[config.mk]
export PLATFORM = sky130hd
export DESIGN_NAME = window_range_and_extremes_report_top_flat
export DESIGN_NICKNAME = d
export VERILOG_FILES = /design/src/hw/rtl/wre_pkg.sv /design/src/hw/rtl/wre_if.sv /design/src/hw/rtl/wre_rank_cell.sv /design/src/hw/rtl/wre_win_cell.sv /design/src/hw/rtl/window_range_and_extremes_report_top.sv /design/src/flat_wrapper.sv
export SDC_FILE = /design/constraint.sdc
export NUM_CORES = 1
export LEC_CHECK = 0
export BUFFER_PORTS_ARGS = -buffer_cell sky130_fd_sc_hd__buf_2
export CAP_MARGIN = 20
export CORE_MARGIN = 1.5
export CORE_UTILIZATION = 61
export DETAILED_ROUTE_END_ITERATION = 8
export PLACE_DENSITY = 0.78
export SLEW_MARGIN = 20
export SYNTH_ARGS = -nofsm -noshare
export SYNTH_HDL_FRONTEND = slang
export SYNTH_SLANG_ARGS = --single-unit
[constraint.sdc]
create_clock -name clk -period 9.55 [get_ports clk]
set_clock_uncertainty 0.15 [all_clocks]
set_input_delay 0 -clock clk [delete_from_list [all_inputs] [get_ports clk]]
set_output_delay 0 -clock clk [all_outputs]
set_load 0.1 [all_outputs]
[src/hw/rtl/wre_pkg.sv]
// ----------------------------------------------------------------------------
// wre_pkg: window range and extremes report, shared definitions
// Field widths, default sizes, rank-cell direction and the link structs
// that pass between neighboring cells.
// ----------------------------------------------------------------------------
package wre_pkg;

  localparam int VAL_W  = 8;
  localparam int DIFF_W = 8;
  localparam int POS_W  = 6;
  localparam int RANK_W = 3;

  localparam int DEF_WINDOW  = 10;
  localparam int DEF_SEGMENT = 60;
  localparam int DEF_RANKS   = 5;

  typedef logic signed [VAL_W-1:0] value_t;
  typedef logic [DIFF_W-1:0]       diff_t;
  typedef logic [POS_W-1:0]        pos_t;
  typedef logic [RANK_W-1:0]       rank_t;

  localparam value_t HIGH_INIT = value_t'(-128);
  localparam value_t LOW_INIT  = value_t'(127);

  typedef enum logic {
    DIR_HIGH,
    DIR_LOW
  } rank_dir_t;

  // What a rank cell shows its lower neighbor: its slot and whether the
  // incoming reading beats that slot.
  typedef struct packed {
    logic   take;
    value_t value;
  } rank_link_t;

  // Running extremes of one partial window.
  typedef struct packed {
    value_t hi;
    value_t lo;
  } win_link_t;

endpackage

[src/hw/rtl/wre_if.sv]
// ----------------------------------------------------------------------------
// wre_in_if / wre_out_if: valid/ready channels of the report block
// One word per handshake; a word moves when valid and ready are both high.
// ----------------------------------------------------------------------------
interface wre_in_if;
  import wre_pkg::*;

  logic   valid;
  logic   ready;
  value_t reading;
  logic   period_end;

  modport source (output valid, output reading, output period_end, input ready);
  modport sink   (input valid, input reading, input period_end, output ready);
endinterface

interface wre_out_if;
  import wre_pkg::*;

  logic   valid;
  logic   ready;
  rank_t  rank;
  value_t high_value;
  value_t low_value;
  diff_t  best_difference;
  pos_t   best_window_start;
  logic   last_of_report;

  modport source (output valid, output rank, output high_value, output low_value,
                  output best_difference, output best_window_start,
                  output last_of_report, input ready);
  modport sink   (input valid, input rank, input high_value, input low_value,
                  input best_difference, input best_window_start,
                  input last_of_report, output ready);
endinterface

[src/hw/rtl/wre_rank_cell.sv]
// ----------------------------------------------------------------------------
// wre_rank_cell: one compare-insert slot of a ranked list
// Takes the new word if it beats its slot; takes the upper neighbor's
// slot instead if that neighbor also took the word (list shifts down).
// ----------------------------------------------------------------------------
module wre_rank_cell (
  input  logic               clk,
  input  logic               rst,
  input  wre_pkg::rank_dir_t dir,
  input  logic               en,
  input  logic               clr,
  input  wre_pkg::value_t    v,
  input  wre_pkg::rank_link_t prev,
  output wre_pkg::rank_link_t link,
  output wre_pkg::value_t    value_next
);
  import wre_pkg::*;

  value_t value;
  value_t init_value;
  logic   take;

  always_comb begin
    init_value = (dir == DIR_HIGH) ? HIGH_INIT : LOW_INIT;
    take       = (dir == DIR_HIGH) ? (v > value) : (v < value);
    if (take) begin
      value_next = prev.take ? prev.value : v;
    end else begin
      value_next = value;
    end
    link.take  = take;
    link.value = value;
  end

  always_ff @(posedge clk) begin
    if (rst || (en && clr)) begin
      value <= init_value;
    end else if (en) begin
      value <= value_next;
    end
  end

endmodule

[src/hw/rtl/wre_win_cell.sv]
// ----------------------------------------------------------------------------
// wre_win_cell: one partial-window extremes accumulator
// Folds the new word into the extremes handed over by its neighbor, so
// the extremes of a window age by one cell per word.
// ----------------------------------------------------------------------------
module wre_win_cell (
  input  logic               clk,
  input  logic               en,
  input  wre_pkg::value_t    v,
  input  wre_pkg::win_link_t seed,
  output wre_pkg::win_link_t acc
);
  import wre_pkg::*;

  win_link_t acc_next;

  always_comb begin
    acc_next.hi = (v > seed.hi) ? v : seed.hi;
    acc_next.lo = (v < seed.lo) ? v : seed.lo;
  end

  // Contents only matter once a whole window of the segment has passed.
  always_ff @(posedge clk) begin
    if (en) begin
      acc <= acc_next;
    end
  end

endmodule

[src/hw/rtl/window_range_and_extremes_report_top.sv]
// ----------------------------------------------------------------------------
// window_range_and_extremes_report_top: sliding-window range and top/bottom
// Ranks the highest and lowest readings of a report period and finds the
// window with the widest max-minus-min spread inside each segment.
// ----------------------------------------------------------------------------
//
//   port     dir   word contents
//   -------  ----  ---------------------------------------------------------
//   samples  in    reading (signed 8b), period_end
//   report   out   rank, high_value, low_value, best_difference,
//                  best_window_start, last_of_report (RANKS words per period)
//
// One reading per cycle while ready is high; a reading's effect is complete
// at the edge that accepts it. The window is a chain of WINDOW-1 extremes
// cells plus the current word, so its spread is known in the accept cycle.
// A period_end reading loads a RANKS-deep report shift line and clears the
// ranking, segment position and best window at once; plain readings keep
// flowing while the report drains. A further period_end waits until the
// report line is free (it may enter in the cycle the last report word leaves).
// rst is synchronous: report line empty, rank slots at their extreme values,
// segment position and best window cleared.
// ----------------------------------------------------------------------------
module window_range_and_extremes_report_top #(
  parameter int WINDOW  = wre_pkg::DEF_WINDOW,
  parameter int SEGMENT = wre_pkg::DEF_SEGMENT,
  parameter int RANKS   = wre_pkg::DEF_RANKS
) (
  input logic clk,
  input logic rst,
  wre_in_if.sink    samples,
  wre_out_if.source report
);
  import wre_pkg::*;

  localparam int   RIDX_W = (RANKS > 1) ? $clog2(RANKS) : 1;
  localparam pos_t WIN_M1 = pos_t'(WINDOW - 1);
  localparam pos_t SEG_M1 = pos_t'(SEGMENT - 1);
  localparam logic [RIDX_W-1:0] LAST_RANK = RIDX_W'(RANKS - 1);

  // handshake
  logic accept;
  logic end_accept;
  logic pop;
  logic pop_last;

  // segment / best window
  pos_t  pos;
  pos_t  pos_next;
  diff_t best_diff;
  pos_t  best_start;
  diff_t best_diff_next;
  pos_t  best_start_next;
  logic  win_full;
  value_t win_hi;
  value_t win_lo;
  logic [VAL_W:0] spread;
  diff_t win_diff;

  // cell chains
  win_link_t  win_acc [WINDOW-1];
  rank_link_t top_link [RANKS];
  rank_link_t bot_link [RANKS];
  value_t     top_next [RANKS];
  value_t     bot_next [RANKS];

  // report shift line
  value_t snap_hi [RANKS];
  value_t snap_lo [RANKS];
  diff_t  snap_diff;
  pos_t   snap_start;
  logic   busy;
  logic [RIDX_W-1:0] cnt;

  // --------------------------------------------------------------------------
  // Handshake. Only a period_end word needs the report line.
  // --------------------------------------------------------------------------
  assign pop      = busy && report.ready;
  assign pop_last = pop && (cnt == LAST_RANK);
  assign samples.ready = !busy || !samples.period_end || pop_last;
  assign accept     = samples.valid && samples.ready;
  assign end_accept = accept && samples.period_end;

  // --------------------------------------------------------------------------
  // Window chain: cell i holds extremes of the last i+1 words before this one.
  // --------------------------------------------------------------------------
  for (genvar i = 0; i < WINDOW - 1; i++) begin : g_win
    win_link_t seed;
    if (i == 0) begin : g_head
      assign seed = '{hi: samples.reading, lo: samples.reading};
    end else begin : g_body
      assign seed = win_acc[i-1];
    end
    wre_win_cell u_cell (
      .clk  (clk),
      .en   (accept),
      .v    (samples.reading),
      .seed (seed),
      .acc  (win_acc[i])
    );
  end

  always_comb begin
    win_hi = (samples.reading > win_acc[WINDOW-2].hi) ? samples.reading
                                                      : win_acc[WINDOW-2].hi;
    win_lo = (samples.reading < win_acc[WINDOW-2].lo) ? samples.reading
                                                      : win_acc[WINDOW-2].lo;
    spread   = {win_hi[VAL_W-1], win_hi} - {win_lo[VAL_W-1], win_lo};
    win_diff = spread[DIFF_W-1:0];
    // window lies wholly inside the segment once pos reaches WINDOW-1
    win_full = (pos >= WIN_M1);

    best_diff_next  = best_diff;
    best_start_next = best_start;
    if (win_full && (win_diff > best_diff)) begin
      best_diff_next  = win_diff;
      best_start_next = pos - WIN_M1;
    end

    pos_next = (pos == SEG_M1) ? '0 : pos + pos_t'(1);
  end

  always_ff @(posedge clk) begin
    if (rst || end_accept) begin
      pos        <= '0;
      best_diff  <= '0;
      best_start <= '0;
    end else if (accept) begin
      pos        <= pos_next;
      best_diff  <= best_diff_next;
      best_start <= best_start_next;
    end
  end

  // --------------------------------------------------------------------------
  // Rank chains: slot 0 is the most extreme.
  // --------------------------------------------------------------------------
  for (genvar i = 0; i < RANKS; i++) begin : g_rank
    rank_link_t top_prev;
    rank_link_t bot_prev;
    if (i == 0) begin : g_head
      assign top_prev = '{take: 1'b0, value: '0};
      assign bot_prev = '{take: 1'b0, value: '0};
    end else begin : g_body
      assign top_prev = top_link[i-1];
      assign bot_prev = bot_link[i-1];
    end
    wre_rank_cell u_top (
      .clk        (clk),
      .rst        (rst),
      .dir        (DIR_HIGH),
      .en         (accept),
      .clr        (samples.period_end),
      .v          (samples.reading),
      .prev       (top_prev),
      .link       (top_link[i]),
      .value_next (top_next[i])
    );
    wre_rank_cell u_bot (
      .clk        (clk),
      .rst        (rst),
      .dir        (DIR_LOW),
      .en         (accept),
      .clr        (samples.period_end),
      .v          (samples.reading),
      .prev       (bot_prev),
      .link       (bot_link[i]),
      .value_next (bot_next[i])
    );
  end

  // --------------------------------------------------------------------------
  // Report line: loaded whole on period_end, shifts toward slot 0 per pop.
  // --------------------------------------------------------------------------
  always_ff @(posedge clk) begin
    if (rst) begin
      busy <= 1'b0;
      cnt  <= '0;
    end else if (end_accept) begin
      busy <= 1'b1;
      cnt  <= '0;
    end else if (pop_last) begin
      busy <= 1'b0;
      cnt  <= '0;
    end else if (pop) begin
      cnt <= cnt + RIDX_W'(1);
    end
  end

  always_ff @(posedge clk) begin
    if (end_accept) begin
      for (int i = 0; i < RANKS; i++) begin
        snap_hi[i] <= top_next[i];
        snap_lo[i] <= bot_next[i];
      end
      snap_diff  <= best_diff_next;
      snap_start <= best_start_next;
    end else if (pop) begin
      for (int i = 0; i < RANKS - 1; i++) begin
        snap_hi[i] <= snap_hi[i+1];
        snap_lo[i] <= snap_lo[i+1];
      end
    end
  end

  assign report.valid             = busy;
  assign report.rank              = RANK_W'(cnt);
  assign report.high_value        = snap_hi[0];
  assign report.low_value         = snap_lo[0];
  assign report.best_difference   = snap_diff;
  assign report.best_window_start = snap_start;
  assign report.last_of_report    = (cnt == LAST_RANK);

endmodule
[src/flat_wrapper.sv]
// flat-port wrapper written by rule: the top's interface ports become plain ports
module window_range_and_extremes_report_top_flat import wre_pkg::*;
#(
  parameter int WINDOW  = wre_pkg::DEF_WINDOW,
  parameter int SEGMENT = wre_pkg::DEF_SEGMENT,
  parameter int RANKS   = wre_pkg::DEF_RANKS
)
  (clk, rst, samples_valid, samples_reading, samples_period_end, samples_ready, report_valid, report_rank, report_high_value, report_low_value, report_best_difference, report_best_window_start, report_last_of_report, report_ready);
  wre_in_if samples_i ();
  wre_out_if report_i ();
  input logic clk;
  input logic rst;
  input wire logic [$bits(samples_i.valid)-1:0] samples_valid;
  input wire logic [$bits(samples_i.reading)-1:0] samples_reading;
  input wire logic [$bits(samples_i.period_end)-1:0] samples_period_end;
  output wire logic [$bits(samples_i.ready)-1:0] samples_ready;
  output wire logic [$bits(report_i.valid)-1:0] report_valid;
  output wire logic [$bits(report_i.rank)-1:0] report_rank;
  output wire logic [$bits(report_i.high_value)-1:0] report_high_value;
  output wire logic [$bits(report_i.low_value)-1:0] report_low_value;
  output wire logic [$bits(report_i.best_difference)-1:0] report_best_difference;
  output wire logic [$bits(report_i.best_window_start)-1:0] report_best_window_start;
  output wire logic [$bits(report_i.last_of_report)-1:0] report_last_of_report;
  input wire logic [$bits(report_i.ready)-1:0] report_ready;
  assign samples_i.valid = samples_valid;
  assign samples_i.reading = samples_reading;
  assign samples_i.period_end = samples_period_end;
  assign samples_ready = samples_i.ready;
  assign report_valid = report_i.valid;
  assign report_rank = report_i.rank;
  assign report_high_value = report_i.high_value;
  assign report_low_value = report_i.low_value;
  assign report_best_difference = report_i.best_difference;
  assign report_best_window_start = report_i.best_window_start;
  assign report_last_of_report = report_i.last_of_report;
  assign report_i.ready = report_ready;
  window_range_and_extremes_report_top #(.WINDOW(WINDOW), .SEGMENT(SEGMENT), .RANKS(RANKS)) u_core (.clk(clk), .rst(rst), .samples(samples_i), .report(report_i));
endmodule
==> summary.md <==
| Metric | Value |
|---|---|
| Reg power frac | 33.6% |
| H-tree Lvls | 2 |
| Worst flop-to-flop path startpoint | u_core.g_win[8].u_cell.acc[12] |
| Slew HR | 24.2% |
| Gr ovfl total | 0 |
| TritonRoute pass-1 iters | 7 |
| Critical Path RT | 9.70 ns |
| Mapped Area | 0.0238 sq mm |
| Vias in the first global route | 19655 |
| Final setup fails | 0 |
| Arrival time of the worst setup path | 6.01 ns |
| Synth top cells by count | edfxtp_1 (230), ha_1 (223), inv_1 (219) |
| Average wire per standard cell | 19.0 um |
| CTS Buf Count | 40 |
| Final hold vios | 0 |
| CTS resizes | 0 |
| Nets | 2750 |
| Flop-to-flop setup slack | 3.77 ns |
| Top-count cell post-synth | edfxtp_1 |
| Min Tclk post-route | 5.86 ns |
| Combinational Power Share | 40.3% |
| Post-synthesis sequential area ratio | 37.7% |
| Reg2reg end | u_core.report.best_difference[7] |
| FF+latch area | 0.00899 sq mm |
| Row cnt | 72 |
| Synth top area cells | edfxtp_1 (29%), ha_1 (12%), dfxtp_1 (8.7%), a311o_1 (4.1%), inv_1 (3.4%) |
| Number of synthesized flops with an enable pin | 230 |
| Final period util | 61.3% |
| Via count | 20081 |
| Initial antenna violation count | 0 |
| Net Sw Power | 0.00215 W |
| Die Area | 0.0403 sq mm |
| Async SR Flop Fraction | 0% |
| Yosys warns | 0 |
| Clock latency on the worst-skew pair | 0.58 ns |
| Mapped Nets | 2838 |
| CTS clk-pin slew, worst paths | 0.06 ns |
| First-pass GRT wire length | 95.3 mm |
| Crit path launch type | primary input |
| Critical path endpoint category | flip-flop |
| CTS Hold Buffers Added | 11 |
| CP peak stage delay | 0.73 ns |
| Fillers | 3056 |
| DP Wirelength | 37.1 mm |
| Crit-path most repeated cell | ha_1 |
| Reg2Reg Depth | 20 |
| Hold Path Class | in -> reg |
| Clock sinks | 334 |
| RSZ-0062 raised after global routing | false |
| Overall Global Routing Usage | 28.3% |
| Power Density | 225 mW/mm^2 |
| Clock root cell | clkbuf_16 |
| CP max-delay cell | o21ai_1 |
| Post-Place Worst Slack | 3.73 ns |
| Final Max Tran Viols | 0 |
| Status | completed |
| CP Class | in -> reg |
| Port buffer count | 48 |
| Syn Inst Count | 2601 |
| Core ar. | 0.0386 sq mm |
| Netlist cell types | 72 |
| Largest net degree at the start of global routing | 86 |
| Worst setup path endpoint | u_core.report.best_difference[7] |
| Die width | 201 um |
| Setup Buffers After CTS | 0 |
| Vias/cell | 6.56 |
| Net Sw Frac | 37.2% |
| Register bit total from synthesis | 334 |
| Layout area overhead | 7.40% |
| Crit path from | samples_reading[2] |
| Main synth FF type | edfxtp_1 |
| Antenna cells | 0 |
| Mapped Avg Cell Area | 9.16 sq um |
| Final ANT Viol Nets | 0 |
| DR iter-0 viols | 1769 |
| Detailed Route WL | 58.1 mm |
| Worst IR Drop VDD | 0.143 mV |
| Area of the multi-input gates | 0.0133 sq mm |
| Post-synth top area share | 29.0% |
| Routability cong. | 0.833 |
| Chip Height | 201 um |
| Leak Pwr | 10.2 nW |
| Ports | 49 |
| DR DRC count | 0 |
| CP Cell Sequence | dlygate4sd3_1, buf_4, ha_1, a211oi_1, o21ai_0, a21oi_2, nor2_1, a21oi_1, ha_1, nor2b_1, o21ai_0, a21boi_0, or4b_2, nand3_1, ha_1, a21o_1, a21o_1, o21ai_1, nor4_1, mux2i_1, nand3_1 |
| Setup TNS | 0 ns |
| Worst hold slack | 0.0290 ns |
| Critical path fanouts, max | 48 |
| Share of layout cells above drive strength 1 | 8.09% |
| Achievable Freq | 171 MHz |
| Max-cap violations | 0 |
| Initial core utilization | 61.8% |
| PnR worst setup slack | 3.69 ns |
| Worst slew pin tran | 1.13 ns |
| CTS Buffer Depth | 3 |
| TritonCTS clock tree | built |
| Synth area leader | edfxtp_1 |
| Clock network fraction of design power | 26.2% |
| Internal Pwr Total | 0.00362 W |
-- layout make-up --
cell class / instances / share of cell area (%)
Inverter: 219 / 3.23
Multi-Input combinational cell: 1837 / 52.0
Sequential cell: 334 / 35.1
Timing Repair Buffer: 81 / 2.08
Clock buffer: 56 / 4.27
Clock inverter: 18 / 0.787
Tap cell: 518 / 2.53
-- per-stage QoR --
step           std cells  power [W]  area (sq um)  util [%]
2_1_floorplan       2601    0.00376         23800         -
3_3_place_gp        2978    0.00411         24100      62.5
3_5_place_dp        2978    0.00422         24100      62.5
4_1_cts             3063    0.00575         25500      66.2
5_1_grt             3063    0.00614         25600      66.4
6_report            3063    0.00577         25600      66.4
-- power groups by stage --
| stage | sequential, W | clock (W) | combinational [W] |
|---|---|---|---|
| 2_1_floorplan | 0.00200 | 0 | 0.00176 |
| 3_3_place_gp | 0.00196 | 0 | 0.00215 |
| 3_5_place_dp | 0.00196 | 0 | 0.00226 |
| 4_1_cts | 0.00194 | 0.00154 | 0.00228 |
| 5_1_grt | 0.00196 | 0.00159 | 0.00259 |
| 6_report | 0.00194 | 0.00151 | 0.00232 |
-- cell usage in the layout (no fill, tap or decap), types with 35 or more instances in the layout --
| cell | n |
|---|---|
| clkbuf_16 | 41 |
| dfxtp_1 | 104 |
| nor2b_1 | 35 |
| nand3_1 | 124 |
| inv_1 | 218 |
| o311ai_0 | 91 |
| nand2_1 | 191 |
| buf_2 | 41 |
| o21ai_0 | 94 |
| a21oi_1 | 121 |
| nor3_1 | 58 |
| edfxtp_1 | 230 |
| o21a_1 | 42 |
| nor4_1 | 53 |
| mux2i_1 | 82 |
| nor2_1 | 166 |
| ha_1 | 223 |
| a311o_1 | 97 |
| a211oi_1 | 57 |
| nand3b_1 | 49 |
-- sequential cells by signal (all words and copies together) (netlist names), 8 cells and up --
register	count
u_core.g_rank.u_bot.value	40
u_core.snap_lo	40
u_core.g_win.u_cell.acc	136
u_core.snap_hi	40
u_core.report.best_difference	8
u_core.best_diff	8
u_core.g_rank.u_top.value	40
-- cell families (layout without fill, tap and decap cells) --
kind of cell             Yosys count  in the layout  synth area share, %
adder cells (fa/ha/maj)          224            224                 11.8
AND/OR/NAND/NOR                  795            795                 16.5
AO/OA/AOI/OAI                    698            698                 21.8
multiplexers                     107            107                 4.63
XOR/XNOR                          13             13                0.478
flip-flops                       334            334                 37.7
buffers and inverters            430            374                 7.10
-- how the worst min path moves through the flow --
| stage | depth (start not counted) | start | to | slack (ns) |
|---|---|---|---|---|
| floorplan | 1 | rst | u_core.report.valid | -0.08 |
| global placement | 2 | rst | u_core.report.valid | 0.05 |
| detailed placement | 2 | rst | u_core.report.valid | 0.06 |
| CTS | 6 | samples_period_end | u_core.pos[1] | 0.007 |
| global route | 6 | samples_period_end | u_core.pos[1] | 0.06 |
| finish | 6 | samples_period_end | u_core.pos[1] | 0.03 |
-- layer usage --
layer	vias to the layer above	GRT usage [%]	wire length, um
li1	9648	-	-
met1	9674	35.0	24400
met2	611	49.7	28800
met3	148	3.46	3010
met4	0	12.3	1900
met5	-	0	0
-- critical path, delay by kind of cell --
kind / cells / cell delay, ns
compound gates: 9 / 2.59
simple gates: 6 / 1.31
buf+inv: 2 / 0.99
fa+ha+maj: 3 / 0.92
mux: 1 / 0.18
Note: power is estimated with default switching activity, not from simulation.
